===== src/design/plstat_pkg.sv =====
package plstat_pkg;

  localparam int COUNT_BITS_DEF = 48;
  localparam int LEN_W          = 16;
  localparam int OUT_CNT_W      = 48;
  localparam int SUM_W          = 64;
  localparam int NUM_BINS       = 7;
  localparam int BIN_W          = 3;
  localparam int OUT_W          = OUT_CNT_W * (NUM_BINS + 2) + 2 * LEN_W + SUM_W;

  localparam logic [LEN_W-1:0] SNAP_RESET = '1;

  typedef logic [BIN_W-1:0] bin_t;

  localparam logic [LEN_W-1:0] BIN_LIMIT [NUM_BINS-1] = '{
    16'd64, 16'd128, 16'd256, 16'd512, 16'd1024, 16'd1518
  };

  typedef struct packed {
    logic rd_en;
    bin_t rd_bin;
  } bin_req_t;

  typedef struct packed {
    logic wr_en;
    bin_t bin;
  } bin_upd_t;

  function automatic bin_t bin_of(input logic [LEN_W-1:0] len);
    bin_t idx;
    idx = bin_t'(NUM_BINS - 1);
    for (int i = NUM_BINS - 2; i >= 0; i--) begin
      if (len <= BIN_LIMIT[i]) begin
        idx = bin_t'(i);
      end
    end
    return idx;
  endfunction

endpackage


===== src/design/packet_length_statistics_top.sv =====
// Packet length statistics with a per-size-class histogram.
// Input channel in_*: one transfer per packet or per heartbeat tick. in_tuser
// carries the mode (0 = packet, 1 = tick) and in_tdata the packet length.
// Output channel out_*: one transfer per input transfer, carrying the full
// statistics snapshot taken after that item's update.
// Configuration channel cfg_*: writes the snapshot length, which also loads
// the shortest length while no packet has been counted. It is ready whenever
// no item is in the update stage.
// An input transfer is registered in the update stage; its result is then
// registered in the output register, from which it is offered.
// Throughput: one item per cycle while the receiver takes results, set by the
// read-modify-write of the bin counter memory, whose back-to-back updates of
// one bin are forwarded around the memory read.
// Reset (synchronous, rst_n low): all counters zero, snapshot and shortest
// length 65535, longest length zero; the bin memory entries are marked
// empty by valid bits, so no clearing pass is needed.
// When the receiver stalls, the result stays in the output register, one
// further item waits in the update stage and in_tready then falls.
module packet_length_statistics_top #(
  parameter int COUNT_BITS = plstat_pkg::COUNT_BITS_DEF
) (
  input  logic                           clk,
  input  logic                           rst_n,
  input  logic                           cfg_valid,
  output logic                           cfg_ready,
  input  logic [plstat_pkg::LEN_W-1:0]   cfg_data,
  input  logic                           in_tvalid,
  output logic                           in_tready,
  // packet_length
  input  logic [plstat_pkg::LEN_W-1:0]   in_tdata,
  // mode
  input  logic [0:0]                     in_tuser,
  output logic                           out_tvalid,
  input  logic                           out_tready,
  // total_packets, bin_upto_64, bin_upto_128, bin_upto_256, bin_upto_512,
  // bin_upto_1024, bin_upto_1518, bin_above_1518, shortest_length,
  // longest_length, byte_total, period_packets
  output logic [plstat_pkg::OUT_W-1:0]   out_tdata
);

  localparam int CW = plstat_pkg::OUT_CNT_W;
  localparam int LW = plstat_pkg::LEN_W;
  localparam int SW = plstat_pkg::SUM_W;
  localparam int NB = plstat_pkg::NUM_BINS;
  localparam logic [COUNT_BITS-1:0] CNT_MAX = '1;

  logic                     in_fire, cfg_fire, s1_adv, s1_pkt, s1_tick;
  logic                     s1_valid_r, s1_tick_r;
  logic [LW-1:0]            s1_len_r;
  plstat_pkg::bin_t         s1_bin_r;
  logic                     out_valid_r;
  logic [plstat_pkg::OUT_W-1:0] out_data_r, out_data_nxt;

  logic [COUNT_BITS-1:0]    pkt_total_r, pkt_total_nxt;
  logic [COUNT_BITS-1:0]    last_tick_r, last_tick_nxt;
  logic [COUNT_BITS-1:0]    period;
  logic [LW-1:0]            snap_r, min_r, min_nxt, max_r, max_nxt;
  logic [SW-1:0]            sum_r, sum_nxt;
  logic [SW:0]              sum_ext;
  logic [COUNT_BITS-1:0]    bins_r [NB];
  logic [COUNT_BITS-1:0]    bin_val [NB];
  logic [COUNT_BITS-1:0]    new_count;

  plstat_pkg::bin_req_t     mem_req;
  plstat_pkg::bin_upd_t     mem_upd;

  assign in_fire    = in_tvalid && in_tready;
  assign cfg_fire   = cfg_valid && cfg_ready;
  assign s1_adv     = s1_valid_r && (!out_valid_r || out_tready);
  assign in_tready  = !s1_valid_r || s1_adv;
  assign cfg_ready  = !s1_valid_r;
  assign s1_pkt     = s1_valid_r && !s1_tick_r;
  assign s1_tick    = s1_valid_r && s1_tick_r;
  assign out_tvalid = out_valid_r;
  assign out_tdata  = out_data_r;

  assign mem_req.rd_en  = in_fire && !in_tuser[0];
  assign mem_req.rd_bin = plstat_pkg::bin_of(in_tdata);
  assign mem_upd.wr_en  = s1_adv && !s1_tick_r;
  assign mem_upd.bin    = s1_bin_r;

  plstat_bin_mem #(
    .COUNT_BITS (COUNT_BITS)
  ) u_bin_mem (
    .clk       (clk),
    .rst_n     (rst_n),
    .req       (mem_req),
    .upd       (mem_upd),
    .new_count (new_count)
  );

  always_comb begin
    pkt_total_nxt = pkt_total_r;
    last_tick_nxt = last_tick_r;
    min_nxt       = min_r;
    max_nxt       = max_r;
    sum_nxt       = sum_r;
    period        = '0;
    sum_ext       = {1'b0, sum_r} + (SW + 1)'(s1_len_r);
    if (s1_pkt) begin
      pkt_total_nxt = (pkt_total_r == CNT_MAX) ? pkt_total_r
                                               : pkt_total_r + COUNT_BITS'(1);
      if (s1_len_r < min_r) begin
        min_nxt = s1_len_r;
      end
      if (s1_len_r > max_r) begin
        max_nxt = s1_len_r;
      end
      sum_nxt = sum_ext[SW] ? '1 : sum_ext[SW-1:0];
    end else if (s1_tick) begin
      period        = pkt_total_r - last_tick_r;
      last_tick_nxt = pkt_total_r;
    end
    for (int i = 0; i < NB; i++) begin
      bin_val[i] = (s1_pkt && (s1_bin_r == plstat_pkg::bin_t'(i))) ? new_count : bins_r[i];
    end
    out_data_nxt = '0;
    out_data_nxt[CW-1:0] = CW'(pkt_total_nxt);
    for (int i = 0; i < NB; i++) begin
      out_data_nxt[CW*(i+1) +: CW] = CW'(bin_val[i]);
    end
    out_data_nxt[CW*(NB+1) +: LW]          = min_nxt;
    out_data_nxt[CW*(NB+1) + LW +: LW]     = max_nxt;
    out_data_nxt[CW*(NB+1) + 2*LW +: SW]   = sum_nxt;
    out_data_nxt[CW*(NB+1) + 2*LW + SW +: CW] = CW'(period);
  end

  always_ff @(posedge clk) begin
    if (in_fire) begin
      s1_tick_r <= in_tuser[0];
      s1_len_r  <= in_tdata;
      s1_bin_r  <= plstat_pkg::bin_of(in_tdata);
    end
    if (s1_adv) begin
      out_data_r <= out_data_nxt;
    end
  end

  always_ff @(posedge clk) begin
    if (!rst_n) begin
      s1_valid_r  <= 1'b0;
      out_valid_r <= 1'b0;
      pkt_total_r <= '0;
      last_tick_r <= '0;
      snap_r      <= plstat_pkg::SNAP_RESET;
      min_r       <= plstat_pkg::SNAP_RESET;
      max_r       <= '0;
      sum_r       <= '0;
      for (int i = 0; i < NB; i++) begin
        bins_r[i] <= '0;
      end
    end else begin
      if (in_fire) begin
        s1_valid_r <= 1'b1;
      end else if (s1_adv) begin
        s1_valid_r <= 1'b0;
      end
      if (s1_adv) begin
        out_valid_r <= 1'b1;
      end else if (out_tready) begin
        out_valid_r <= 1'b0;
      end
      if (cfg_fire) begin
        snap_r <= cfg_data;
        if (pkt_total_r == '0) begin
          min_r <= cfg_data;
        end
      end
      if (s1_adv) begin
        pkt_total_r <= pkt_total_nxt;
        last_tick_r <= last_tick_nxt;
        min_r       <= min_nxt;
        max_r       <= max_nxt;
        sum_r       <= sum_nxt;
        for (int i = 0; i < NB; i++) begin
          bins_r[i] <= bin_val[i];
        end
      end
    end
  end

  a_accept_reaches_stage: assert property (@(posedge clk) disable iff (!rst_n)
    in_fire |=> s1_valid_r)
    else $error("Accepted transfer did not enter the update stage.");

  a_total_monotonic: assert property (@(posedge clk) disable iff (!rst_n)
    $past(rst_n) |-> (pkt_total_r >= $past(pkt_total_r)))
    else $error("Packet total decreased.");

  a_min_le_max: assert property (@(posedge clk) disable iff (!rst_n)
    (pkt_total_r != '0) |-> (min_r <= max_r))
    else $error("Shortest length exceeds longest length after a packet.");

endmodule


===== src/design/plstat_bin_mem.sv =====
module plstat_bin_mem #(
  parameter int COUNT_BITS = plstat_pkg::COUNT_BITS_DEF
) (
  input  logic                   clk,
  input  logic                   rst_n,
  input  plstat_pkg::bin_req_t   req,
  input  plstat_pkg::bin_upd_t   upd,
  output logic [COUNT_BITS-1:0]  new_count
);

  localparam logic [COUNT_BITS-1:0] CNT_MAX = '1;

  logic [COUNT_BITS-1:0]           mem [plstat_pkg::NUM_BINS];
  logic [plstat_pkg::NUM_BINS-1:0] valid_r;
  logic [COUNT_BITS-1:0]           rd_data_r;
  logic                            rd_vld_r;
  logic                            fwd_hit_r;
  logic [COUNT_BITS-1:0]           fwd_data_r;
  logic [COUNT_BITS-1:0]           cur_count;

  // The previous update lands in the memory on the same edge as this read,
  // so its result is taken from the forwarding register instead.
  always_comb begin
    if (fwd_hit_r) begin
      cur_count = fwd_data_r;
    end else if (rd_vld_r) begin
      cur_count = rd_data_r;
    end else begin
      cur_count = '0;
    end
    new_count = (cur_count == CNT_MAX) ? cur_count : cur_count + COUNT_BITS'(1);
  end

  always_ff @(posedge clk) begin
    if (upd.wr_en) begin
      mem[upd.bin] <= new_count;
    end
    if (req.rd_en) begin
      rd_data_r  <= mem[req.rd_bin];
      fwd_data_r <= new_count;
    end
  end

  always_ff @(posedge clk) begin
    if (!rst_n) begin
      valid_r   <= '0;
      rd_vld_r  <= 1'b0;
      fwd_hit_r <= 1'b0;
    end else begin
      if (upd.wr_en) begin
        valid_r[upd.bin] <= 1'b1;
      end
      if (req.rd_en) begin
        rd_vld_r  <= valid_r[req.rd_bin];
        fwd_hit_r <= upd.wr_en && (upd.bin == req.rd_bin);
      end
    end
  end

  a_wr_sets_valid: assert property (@(posedge clk) disable iff (!rst_n)
    upd.wr_en |=> valid_r[$past(upd.bin)])
    else $error("Bin entry not marked valid after an update.");

  a_fwd_same_bin: assert property (@(posedge clk) disable iff (!rst_n)
    (req.rd_en && upd.wr_en && (upd.bin == req.rd_bin)) |=> fwd_hit_r)
    else $error("Back-to-back update of one bin was not forwarded.");

endmodule


===== config.mk =====
export PLATFORM = sky130hd
export DESIGN_NAME = packet_length_statistics_top
export DESIGN_NICKNAME = d
export VERILOG_FILES = /design/src/design/plstat_pkg.sv /design/src/design/packet_length_statistics_top.sv /design/src/design/plstat_bin_mem.sv
export SDC_FILE = /design/constraint.sdc
export NUM_CORES = 2
export LEC_CHECK = 0
export ABC_AREA = 1
export BUFFER_PORTS_ARGS = -buffer_cell sky130_fd_sc_hd__clkbuf_2
export CAP_MARGIN = 20
export CELL_PAD_IN_SITES_DETAIL_PLACEMENT = 1
export CELL_PAD_IN_SITES_GLOBAL_PLACEMENT = 1
export CORE_AREA = 2 2 414 416
export CTS_CLUSTER_SIZE = 20
export DETAILED_ROUTE_END_ITERATION = 10
export DIE_AREA = 0 0 416 418
export GPL_TIMING_DRIVEN = 1
export PLACE_DENSITY = 0.75
export SYNTH_ARGS = -nofsm -noshare
export SYNTH_HDL_FRONTEND = slang
export SYNTH_SLANG_ARGS = --single-unit

===== constraint.sdc =====
create_clock -name clk -period 24.9 [get_ports clk]
set_input_delay 0 -clock clk [delete_from_list [all_inputs] [get_ports clk]]
set_output_delay 0 -clock clk [all_outputs]
set_load 0.01 [all_outputs]

# After elaboration in Yosys (flattened, before gate mapping)

Memory sizes are Yosys's and may differ from the RTL's. A register that Yosys moved wholly into a read port is not among the register bits.
Index checks and enable logic that the tools add are counted.

Equality and inequality tests: 9
Multiplexer cells: 48
Bitwise logic cells: 10
Magnitude comparators: 11
$add $sub $neg: 4
Reductions and logical operators: 31

Operator list:

| operator                                                                            | count |
|---|---|
| 48-bit 2-to-1 mux                                                                   | 19 |
| 64-bit 2-to-1 mux                                                                   | 2 |
| 16-bit 2-to-1 mux                                                                   | 7 |
| 48-bit by 1-bit adder with 48-bit output (second input constant)                    | 2 |
| 48-bit == test (second input constant)                                              | 2 |
| 64-bit by 16-bit adder with 65-bit output                                           | 1 |
| 48-bit zero test                                                                    | 1 |
| 48-bit subtractor                                                                   | 1 |
| 16-bit by 11-bit less-or-equal comparator with 1-bit output (second input constant) | 2 |
| 16-bit > comparator                                                                 | 1 |
| 16-bit by 10-bit less-or-equal comparator with 1-bit output (second input constant) | 1 |
| 16-bit by 7-bit less-or-equal comparator with 1-bit output (second input constant)  | 1 |
| 16-bit by 8-bit less-or-equal comparator with 1-bit output (second input constant)  | 1 |
| 16-bit by 9-bit less-or-equal comparator with 1-bit output (second input constant)  | 1 |
| 1-bit logical AND                                                                   | 16 |
| 16-bit < comparator                                                                 | 1 |
| 3-bit 2-to-1 mux                                                                    | 5 |
| 1-bit 2-to-1 mux                                                                    | 12 |
| 3-bit == test (second input constant)                                               | 3 |
| 3-bit by 4-bit < comparator with 1-bit output (second input constant)               | 2 |
| 2-bit nonzero test                                                                  | 4 |
| 1-bit bitwise OR                                                                    | 7 |
| 7-bit bitwise OR                                                                    | 1 |
| 3-bit by 2-bit == test with 1-bit output (second input constant)                    | 2 |
| other kinds (13)                                                                    | 18 |

Bits in registers: 799
Memories kept: 2
Memory bits (writable): 672

Memory list:

| name          | words | bits a word | read ports | clocked after memory_dff | write ports | RTL line                           | source |
|---|---|---|---|---|---|---|---|
| bins_r        | 7     | 48          | 7          | 0                        | 7           | packet_length_statistics_top.sv:60 | `logic [COUNT_BITS-1:0] bins_r [NB];` |
| u_bin_mem.mem | 7     | 48          | 1          | 1                        | 1           | plstat_bin_mem.sv:13               | `logic [COUNT_BITS-1:0] mem [plstat_pkg::NUM_BINS];` |

# Logic depth before layout (Yosys ltp)

Depth after elaboration: 9
Gate-level depth with buffers: 21

# Hierarchy

A second synthesis with hierarchy kept.

Cells, all modules: 7305
Area, all modules: 69599.3 µm²

Modules (own cells, without submodules):

| module                       | seq. area each (µm²) | cells an instance | instances | area an instance (µm²) |
|---|---|---|---|---|
| packet_length_statistics_top | 30429.2              | 5653              | 1         | 50892.6 |
| plstat_bin_mem               | 13152.6              | 1652              | 1         | 18706.7 |

# Worst setup path before layout

OpenSTA, ideal clock, no wires.

Path type: register to register
From: register out_valid_r (netlist: out_tvalid)
To: register min_r[11]
Arrival: 16.318 ns
Stages on the path, launching flop included: 7
Required time: 24.783 ns
Slack: 8.465 ns
Setup time: 0.117 ns
Path buffers: 1
Cells stage by stage: dfxtp_1 -> inv_1 -> nor2_1 -> nor2_1 -> clkbuf_1 -> o21ai_0 -> o21bai_1

Cells in the longest elaborated chain, start to end: 5

RTL lines:

| what                          | RTL line                            | source |
|---|---|---|
| start: declaration            | packet_length_statistics_top.sv:51  | `logic out_valid_r;` |
| start signal: assignment      | packet_length_statistics_top.sv:142 | `out_valid_r <= 1'b0;` |
| start signal: assignment      | packet_length_statistics_top.sv:159 | `out_valid_r <= 1'b1;` |
| start signal: assignment      | packet_length_statistics_top.sv:161 | `out_valid_r <= 1'b0;` |
| 1-bit zero test *             | packet_length_statistics_top.sv:69  | `assign s1_adv = s1_valid_r && (!out_valid_r \|\| out_tready);` |
| 1-bit logical OR *            | packet_length_statistics_top.sv:69  |  |
| 1-bit logical AND *           | packet_length_statistics_top.sv:69  |  |
| named net s1_adv              | packet_length_statistics_top.sv:47  | `logic in_fire, cfg_fire, s1_adv, s1_pkt, s1_tick;` |
| 2-bit nonzero test (no line)  | n/a                                 |  |
| 2-bit AND reduction (no line) | n/a                                 |  |
| end signal: assignment        | packet_length_statistics_top.sv:146 | `min_r <= plstat_pkg::SNAP_RESET;` |
| end signal: assignment        | packet_length_statistics_top.sv:166 | `min_r <= cfg_data;` |
| end signal: assignment        | packet_length_statistics_top.sv:172 | `min_r <= min_nxt;` |
| end: declaration              | packet_length_statistics_top.sv:57  | `logic [LW-1:0] snap_r, min_r, min_nxt, max_r, max_nxt;` |

The timed path passes the listed nets; every way through them passes the cells marked *.
A chain may end at the register's enable or synchronous reset.

==> flow_summary.yaml <==
cells_and_area:
  area_growth_pct: 16.74
  fillerInstances: 18750
  diodes: 0
  drive_gt1_share_pct: 13.75
  stdcell_area_mm2: 0.07863
  layout.nets: 7400
global_route:
  grt_pass1_vias: 54440
  antenna_found_initial: 4
  use_met1_pct: 32.85
  grt.busiest_layer: "met2"
  use_met2_pct: 43.72
  gr-usage-met3_pct: 3.376
  grt_max_degree: 170
  grt-ovfl-total: 0
  grtUsageTotal_pct: 25.31
  grt_pass1_wl_mm: 335.6
sta:
  tns_ns: 0
  clock.fmax_ghz: 0.1775
  slew_viol_final: 0
  skew_ns: 0.05608
  slew_headroom_pct: 20.14
  finalSetupViolCount: 0
  rsz0062_at_grt: "no"
  fin_crit_sh_pct: 22.62
  tightest_slew_ns: 1.198
  fin_crit_ns: 5.634
  finalHoldViolations: 0
placed_design:
  routabilityCongestion: 0.9199
  port_buffers: 568
  placed_area_mm2: 0.07255
  hpwl_mm: 146.8
power_and_ir_drop:
  power.static_leakage_nw: 31.44
  max-vdd-ir-drop_mv: 0.07512
  p_per_area_mw_per_mm2: 73.73
  p_total_mw: 5.797
floorplan:
  pin_count: 569
  die_x_um: 416
  die-area_mm2: 0.1739
  core_area_mm2: 0.1691
  die_y_um: 418
  start_util_pct: 39.83
  rows: 151
synth:
  syn_nets: 6795
  ys_types: 63
  synthCells: 6658
  synth-main-ff-cell: "edfxtp_1"
  syn_area_per_cell_um2: 10.12
  yosys_warnings: 0
  syn-cell-area_mm2: 0.06736
  ys_seq_area_share_pct: 64.70
  async_reset_ff_share_pct: 0
  ys_seq_elements: 1519
  synth_edf_count: 1316
cts:
  clockBufferDepth: 3
  cts-root-buf: "clkbuf_16"
  htree_levels: 4
  cts_tree: "done"
  clk_pin_slew_ns: 0.07
  worstSkewPairLatency_ns: 0.83
  clkSinkCount: 1519
  cts_inserted_buffers: 163
  postCtsResizedCells: 0
setup_path:
  crit_path_start_kind: "flip-flop"
  ff2ff_setup_slack_ns: 19.27
  crit_type: "reg2reg"
  endpoint_kind: "flip-flop"
  reg2reg_depth: 12
  crit_fanout: 88
  cp_data_arrival_time_ns: 6.16
  rr_startpoint: "out_tvalid"
  critPathRequiredTime_ns: 25.43
  r2r_end: "bins_r[0][39]"
outcome:
  status: "complete, no violations"
route:
  drt_wl_total_mm: 224.4
  ant_nets: 0
  drc: 0
  drtIter0Drc: 4006
  wl_per_cell_um: 23.35
  viasPerCell: 5.443
  first_pass_iters: 6
  vias: 52320
worst_hold_path:
  worstHoldStart: "in_tdata[6]"
  hold_class: "in2reg"
  whs_path_depth: 2
  min_to: "s1_len_r[6]"
flow_run:
  cap_violations: 0
==> kinds of logic (layout without fill, tap and decap cells) <==
group	after synthesis	count (layout)	share of synthesized area, %
buf+inv	725	1461	4.222
flops	1519	1519	64.70
simple gates	3042	3042	18.82
compound gates	1195	1195	9.325
xor+xnor	78	78	1.064
fa+ha+maj	99	99	1.861
==> critical path, stage by stage, from the launching register on <==
cell	delay (ns)
dfxtp_1	0.32
inv_1	0.05
nor2_2	0.07
buf_4	0.29
nor2_4	0.04
buf_4	0.38
inv_1	0.71
nor2_4	0.10
inv_8	0.31
buf_4	0.79
buf_4	0.94
buf_4	0.93
a21oi_1	0.14
==> per-stage QoR <==
| stage | setup slack (ns) | instances | util [%] | hold slack [ns] |
|---|---|---|---|---|
| after global routing | 18.95 | 9612 | 46.50 | 0.05318 |
| after CTS | 19.32 | 9611 | 46.50 | 0.003768 |
| after floorplan | 8.465 | 6658 | - | 0.09887 |
| after global placement | 19.38 | 9245 | 42.89 | 0.2103 |
| after detailed placement | 19.33 | 9246 | 42.91 | 0.2159 |
| final | 19.27 | 9612 | 46.50 | 0.05972 |
==> power by group <==
group	internal, mW	leakage, nW	switching (mW)
combinational	0.110	14.4	0.291
clock	1.40	2.60	1.07
sequential	2.88	14.5	0.0458
==> layer usage <==
metal / part of all wire, % / vias to the layer above / wire length (um)
met5: 0 / - / 0
met4: 2.9 / 0 / 6428
met3: 5.7 / 330 / 12830
met2: 50 / 1705 / 111600
met1: 42 / 26290 / 93600
li1: - / 24000 / -
==> Yosys cell counts (7+ instances only) <==
master	instances	area share, %
inv_1	448	2.5
nand3_4	27	0.70
ha_1	97	1.8
dfxtp_1	203	6.0
o21a_1	7	0.078
a21o_1	9	0.10
edfxtp_1	1316	59
o21bai_1	15	0.17
nor2_2	7	0.065
clkbuf_1	187	1.0
buf_2	32	0.24
nor2_1	371	2.1
nand3_1	215	1.6
nor4_1	24	0.22
inv_2	10	0.056
buf_1	30	0.17
a31oi_1	17	0.16
nand2_2	10	0.093
o21ai_0	504	3.7
nor3_1	83	0.62
nand3_2	11	0.16
nand4_1	57	0.53
xnor2_1	8	0.10
nand2_1	2192	12
a21oi_1	551	4.1
or2_2	17	0.16
xor2_1	67	0.87
o22ai_1	20	0.19
o211ai_1	23	0.26
a21boi_0	7	0.078
o21ai_1	15	0.11
==> state kept, by name, indices dropped and copies added, names as in the netlist <==
signal / count
u_bin_mem.rd_data_r: 48
pkt_total_r: 48
s1_bin_r: 3
out_tdata: 528
sum_r: 64
u_bin_mem.fwd_data_r: 48
s1_valid_r: 1
out_tvalid: 1
u_bin_mem.fwd_hit_r: 1
s1_len_r: 16
min_r: 16
u_bin_mem.mem: 336
max_r: 16
u_bin_mem.rd_vld_r: 1
u_bin_mem.valid_r: 7
bins_r: 336
last_tick_r: 48
s1_tick_r: 1
==> layout by cell type (no fill, tap or decap), types with 13 or more instances in the layout <==
cell / netlist / layout
a21oi_1: 551 / 551
a31oi_1: 17 / 17
buf_4: 6 / 64
bufinv_16: 0 / 14
clkbuf_1: 187 / 25
clkbuf_16: 0 / 169
clkbuf_2: 0 / 568
clkinv_1: 4 / 31
clkinv_2: 0 / 30
dfxtp_1: 203 / 202
dlygate4sd3_1: 0 / 69
edfxtp_1: 1316 / 1316
ha_1: 97 / 97
inv_1: 448 / 441
inv_2: 10 / 16
nand2_1: 2192 / 2186
nand2_2: 10 / 14
nand3_1: 215 / 213
nand3_2: 11 / 13
nand3_4: 27 / 27
nand4_1: 57 / 57
nor2_1: 371 / 358
nor2_4: 1 / 14
nor3_1: 83 / 83
nor4_1: 24 / 24
o211ai_1: 23 / 23
o21ai_0: 504 / 504
o21ai_1: 15 / 15
o21bai_1: 15 / 15
o22ai_1: 20 / 20
or2_2: 17 / 17
xor2_1: 67 / 67
==> timing repair <==
action / 4_1_cts / 5_1_grt
setup endpoints to repair: 0 / 0
endpoints found under the hold margin: 119 / 0
hold buffers: 69 / 0
setup buffers: 0 / 0
==> area by class of cell <==
cell class                      count  area (um2)  share of cell area, %
Clock buffer                      195        4337                  5.515
Clock inverter                    101        1040                  1.322
Inverter                          462        1750                  2.226
Multi-Input combinational cell   4414       21080                  26.81
Sequential cell                  1519       43580                  55.43
Tap cell                         2218        2775                  3.529
Timing Repair Buffer              703        4061                  5.165
==> how the worst max path moves through the flow <==
stage	from	end	slack (ns)	cells past startpoint
2_1_floorplan	out_tvalid	min_r[11]	8.47	6
3_3_place_gp	out_tvalid	bins_r[2][40]	19.38	12
3_5_place_dp	out_tvalid	bins_r[5][27]	19.33	12
4_1_cts	out_tvalid	bins_r[0][34]	19.32	12
5_1_grt	out_tvalid	bins_r[0][39]	18.95	12
6_report	out_tvalid	bins_r[0][39]	19.27	12
(Power assumes the default switching activity.)
